$ cat src/rtl/bmsr_pkg.sv
// Shared constants, codes and control types for the binary mask speckle remover.
package bmsr_pkg;

  // Frame limits
  localparam int MAX_WIDTH  = 2048;
  localparam int MAX_HEIGHT = 2048;

  // Configuration register width
  localparam int DIM_W = 12;

  // Window geometry
  localparam int WIN_N     = 5;
  localparam int STACK_W   = WIN_N - 1;
  localparam int CTR_POS   = WIN_N / 2;
  localparam int OUT_POS   = CTR_POS - 1;
  localparam int CTR_START = WIN_N - 1;
  localparam int MIN_DIM   = WIN_N;

  // Output lags arrival by three rows and three columns
  localparam int LAT_ROWS = 3;
  localparam int LAT_COLS = 3;

  // Centers skipped after a black center
  localparam int SKIP_CNT = 2;
  localparam int SKIP_W   = $clog2(SKIP_CNT + 1);

  // Counter and dimension widths
  localparam int COL_W  = $clog2(MAX_WIDTH);
  localparam int WEFF_W = $clog2(MAX_WIDTH + 1);
  localparam int HEFF_W = $clog2(MAX_HEIGHT + 1);
  localparam int OROW_W = $clog2(MAX_HEIGHT);
  localparam int ROW_W  = $clog2(MAX_HEIGHT + LAT_ROWS + 1);
  localparam int CMP_W  = 32;

  // Register values after reset
  localparam logic [DIM_W-1:0] RST_WIDTH  = DIM_W'(640);
  localparam logic [DIM_W-1:0] RST_HEIGHT = DIM_W'(480);

  // Register indexes
  typedef enum logic {
    REG_FRAME_WIDTH  = 1'b0,
    REG_FRAME_HEIGHT = 1'b1
  } cfg_reg_t;

  // Input beat kinds
  typedef enum logic {
    OP_PIXEL = 1'b0,
    OP_DRAIN = 1'b1
  } op_t;

  // Control from the sequencer to the cell window
  typedef struct packed {
    logic shift;
    logic visit;
    logic skip_clear;
    logic restart;
  } win_ctrl_t;

endpackage

$ cat src/rtl/bmsr_cell.sv
// One pixel cell of the window: takes its right neighbor on a shift, can be forced white.
module bmsr_cell (
  input  logic clk,
  input  logic en,
  input  logic d,
  input  logic set_white,
  output logic q
);

  always_ff @(posedge clk) begin
    if (en) begin
      q <= d | set_white;
    end
  end

endmodule

$ cat src/rtl/bmsr_window.sv
// 5x5 window of pixel cells with the ring test, inner-block clear and center skip count.
module bmsr_window (
  input  logic                         clk,
  input  logic                         rst,
  input  bmsr_pkg::win_ctrl_t          ctrl,
  input  logic [bmsr_pkg::WIN_N-1:0]   col_in,
  output logic [bmsr_pkg::STACK_W-1:0] wb_col,
  output logic                         out_px
);
  import bmsr_pkg::*;

  logic              q        [WIN_N][WIN_N];
  logic              s        [WIN_N][WIN_N];
  logic              blk_set  [WIN_N][WIN_N];
  logic [SKIP_W-1:0] skip_left;
  logic [SKIP_W-1:0] skip_left_next;
  logic [SKIP_W-1:0] skip_eff;
  logic              ring_ok;
  logic              center_black;
  logic              visit_live;
  logic              clear_hit;

  // Shifted view: every column moves left, new column enters on the right
  for (genvar r = 0; r < WIN_N; r++) begin : g_row
    for (genvar c = 0; c < WIN_N; c++) begin : g_col
      if (c == WIN_N - 1) begin : g_edge
        assign s[r][c] = col_in[r];
      end else begin : g_mid
        assign s[r][c] = q[r][c+1];
      end

      // Inner 3x3 block around the center gets the clear
      if (r >= 1 && r <= WIN_N - 2 && c >= 1 && c <= WIN_N - 2) begin : g_blk
        assign blk_set[r][c] = clear_hit;
      end else begin : g_noblk
        assign blk_set[r][c] = 1'b0;
      end

      bmsr_cell u_cell (
        .clk       (clk),
        .en        (ctrl.shift),
        .d         (s[r][c]),
        .set_white (blk_set[r][c]),
        .q         (q[r][c])
      );
    end
  end

  // Outer ring at radius two must be all white
  always_comb begin
    ring_ok = 1'b1;
    for (int i = 0; i < WIN_N; i++) begin
      ring_ok = ring_ok & s[0][i] & s[WIN_N-1][i] & s[i][0] & s[i][WIN_N-1];
    end
  end

  // Center test and skip count
  always_comb begin
    skip_eff     = ctrl.skip_clear ? '0 : skip_left;
    center_black = !s[CTR_POS][CTR_POS];
    visit_live   = ctrl.visit && (skip_eff == '0);
    clear_hit    = visit_live && center_black && ring_ok;

    skip_left_next = skip_left;
    if (ctrl.restart) begin
      skip_left_next = '0;
    end else if (ctrl.visit) begin
      if (skip_eff != '0) begin
        skip_left_next = skip_eff - 1'b1;
      end else if (center_black) begin
        skip_left_next = SKIP_W'(SKIP_CNT);
      end else begin
        skip_left_next = '0;
      end
    end
  end

  always_ff @(posedge clk) begin
    if (rst) begin
      skip_left <= '0;
    end else begin
      skip_left <= skip_left_next;
    end
  end

  // Leaving column goes back to the line memory, rows moved up by one
  for (genvar k = 0; k < STACK_W; k++) begin : g_wb
    assign wb_col[k] = q[k+1][0];
  end

  // Final pixel three rows and three columns behind arrival
  assign out_px = s[OUT_POS][OUT_POS] | clear_hit;

endmodule

$ cat config.mk
export PLATFORM = sky130hd
export DESIGN_NAME = bmsr_window
export DESIGN_NICKNAME = d
export VERILOG_FILES = /design/src/rtl/bmsr_pkg.sv /design/src/rtl/bmsr_cell.sv /design/src/rtl/bmsr_window.sv
export SDC_FILE = /design/constraint.sdc
export NUM_CORES = 1
export LEC_CHECK = 0
export BUFFER_PORTS_ARGS = -buffer_cell sky130_fd_sc_hd__buf_4
export CAP_MARGIN = 0
export CORE_MARGIN = 3
export CORE_UTILIZATION = 35
export DETAILED_ROUTE_END_ITERATION = 10
export GPL_ROUTABILITY_DRIVEN = 0
export HOLD_SLACK_MARGIN = 0.02
export PLACE_DENSITY = 0.54
export SLEW_MARGIN = 30
export SYNTH_ARGS = -nofsm -noshare
export SYNTH_HDL_FRONTEND = slang
export SYNTH_SLANG_ARGS = --single-unit
$ cat constraint.sdc
create_clock -name clk -period 1.96 [get_ports clk]
set_input_delay 0.294 -clock clk [delete_from_list [all_inputs] [get_ports clk]]
set_output_delay 0.294 -clock clk [all_outputs]
set_load 0.02 [all_outputs]
==> summary.txt <==
Outcome
  • Status: finished, final reports clean

Detailed routing
  • Routed len/inst: 13.5 µm
  • Total wire length: 1400 µm
  • Residual DRC count: 0
  • Vias per std cell: 4.75
  • Antenna-violating nets left: 0
  • Drt pass-1 iters: 3
  • Via Count: 494
  • Drt first-iter violations: 18

GRT
  • Initial antenna violation count: 0
  • Tot GR Track Use: 0.0913
  • Largest net degree at the start of global routing: 25
  • Total gr overflow: 0
  • Global-route wire length before repair: 2340 µm
  • Vias in the first global route: 487

Placed design
  • Port-buffer cells: 15
  • Dpl hpwl: 959 µm
  • Area after DPL: 0.00113 mm²
  • Placed insts: 97

Floorplan
  • Core Region: 0.00261 mm²
  • DIE HEIGHT: 59.6 µm
  • Die ar.: 0.00355 mm²
  • Die Span X: 59.6 µm
  • Boundary Pins: 16
  • Row count: 18
  • Initial cell density of the core: 0.385

Layout
  • Design area: 0.00120 mm²
  • Nets: 87
  • Synth-to-layout area growth: 19.1%
  • Layout Cells excl Fill: 104
  • Share of post-route cells with drive strength above 1: 0.473
  • # diodes: 0
  • Fill cells: 225

Yosys
  • Sequential fraction of the synthesis area: 0.757
  • Synth Cell Area: 0.00100 mm²
  • Post-Syn Instances: 55
  • Syn nets: 66
  • Mean Syn Cell Area: 18.3 µm²
  • Top cells by area, synth: edfxtp_1 (72%), o21bai_2 (9.0%), dfxtp_1 (4.0%)
  • Yosys reg bits: 26
  • Yosys warning count: 0
  • Post-synth top area cell: edfxtp_1
  • Yosys top cell area share: 0.717
  • Unique masters post-synth: 17

CTS
  • CTS clk-pin slew, worst paths: 0.12 ns
  • Clock Latency Late Sink: 0.30 ns
  • Clk buf depth: 2
  • CTS sink count: 26
  • CTS root buf: clkbuf_4
  • H-tree Lvls: 1
  • Post-CTS Hold Buffers: 0
  • Num CTS Buffers: 3
  • TritonCTS clock tree: built

STA
  • Fmax: 522 MHz
  • Hold WS: 0.141 ns
  • Slew headroom: 0.805
  • RSZ-0062 raised after global routing: yes
  • Worst Tran Pin Value: 0.293 ns
  • Final period utilization: 0.977
  • Min Clock Period, post-route: 1.91 ns
  • Final Setup Violations: 0
  • Max Slew Vio Count: 0
  • Final Skew: 0.00172 ns
  • Fin. Hold Viols: 0

Critical path
  • Crit Path Max Fanout: 2
  • Worst setup path endpoint: out_px
  • Worst Path Required: 1.67 ns
  • Reg2reg start: g_row[0].g_col[4].u_cell.q
  • Worst endpoint data arrival time: 1.62 ns
  • Crit path launch: g_row[0].g_col[4].u_cell.q
  • Worst r2r dst: g_row[3].g_col[1].u_cell.q
  • CP max stage delay: 0.56 ns
  • CP max-delay cell: or4_4
  • Critical path startpoint category: flop
  • Crit. End Element: primary output
  • FF-to-FF setup slack: 0.44 ns
  • Critical path class: flop to primary output
  • R2R depth: 4
  • CP cell instances: nand4_1 -> or4_4 -> o21bai_4 -> buf_6

Flow run
  • Max_cap viols: 0

Power and ir drop
  • VDD IR max: 0.000619 V
  • Leak: 0.429 nW
  • Power Density: 791 mW/mm²

Min path
  • HP Class: primary input to flop
through the flow:
stage                     setup WS [ns]  power (mW)   util  setup TNS, ns
after global routing            -0.0597        1.00  0.458        -0.0597
after detailed placement          0.305       0.743  0.432              0
after floorplan                   0.338       0.704      -              0
after CTS                        0.0144       0.959  0.452              0
after global placement            0.309       0.743  0.432              0
final                            0.0452       0.946  0.458              0
metal layers:
metal,GRT usage,share of wire
met5,0,0
met4,0.0190,0
met3,0.0479,0.071
met2,0.114,0.43
met1,0.139,0.50
layout make-up:
cell class | instances | area (µm²) | share of cell area
Multi-Input combinational cell | 23 | 210 | 0.176
Tap cell | 30 | 37.5 | 0.0314
Timing Repair Buffer | 21 | 161 | 0.135
Sequential cell | 26 | 761 | 0.636
Inverter | 1 | 3.75 | 0.00314
Clock buffer | 3 | 22.5 | 0.0188
report_power, final:
part | switching, mW | leakage, nW | internal [mW]
Combinational | 0.0380 | 0.164 | 0.0450
Clock | 0.135 | 0.0138 | 0.0717
Sequential | 0.0115 | 0.251 | 0.645
worst min path at each step:
stage,to,start,slack (ns),cells after the start
floorplan,skip_left[1],rst,0.37,1
global placement,g_row[0].g_col[2].u_cell.q,g_row[0].g_col[3].u_cell.q,0.43,0
detailed placement,g_row[0].g_col[2].u_cell.q,g_row[0].g_col[3].u_cell.q,0.44,0
CTS,skip_left[1],rst,0.12,2
global route,skip_left[1],rst,0.11,2
finish,skip_left[0],rst,0.14,2
registers in the layout, indices dropped and copies added, names as in the netlist:
signal                count
skip_left                 2
g_row.g_col.u_cell.q     24
synth_stat cells:
cell / count
edfxtp_1: 24
o21bai_2: 8
buf_4: 4
nand4_1: 4
dfxtp_1: 2
nor2b_1: 2
a211oi_1: 1
a21oi_1: 1
buf_6: 1
inv_1: 1
nor2_1: 1
nor3_1: 1
nor4bb_1: 1
o21ai_0: 1
o21ai_2: 1
o21bai_4: 1
or4_1: 1
logic make-up (layout without fill, tap and decap cells):
kind of cell | after synthesis | after routing | synth area share
AOI/OAI and AO/OA | 13 | 13 | 0.134
and+or+nand+nor | 10 | 10 | 0.0635
buffers and inverters | 6 | 25 | 0.0448
DFF | 26 | 26 | 0.757
critical path: cells and delay by family (launching register included):
kind	cells	cell delay, ns
AND/OR/NAND/NOR	2	0.67
AO/OA/AOI/OAI	1	0.14
buffers and inverters	1	0.13
flip-flops	1	0.37
repair_timing:
| item | CTS | global route |
|---|---|---|
| cloned | 0 | 0 |
| pin swaps | 0 | 1 |
| gates resized for setup | 3 | 0 |
| buffers inserted | 2 | 2 |
| endpoints found under the setup margin | 1 | 1 |
cell usage in the layout (no fill, tap or decap), types with 2 or more instances in the layout:
| cell | count |
|---|---|
| edfxtp_1 | 24 |
| buf_4 | 20 |
| o21bai_2 | 7 |
| nand4_1 | 4 |
| clkbuf_4 | 3 |
| nor2b_1 | 2 |
| o21bai_4 | 2 |
| dfxtp_1 | 2 |
Note: power is estimated with default switching activity, not from simulation.
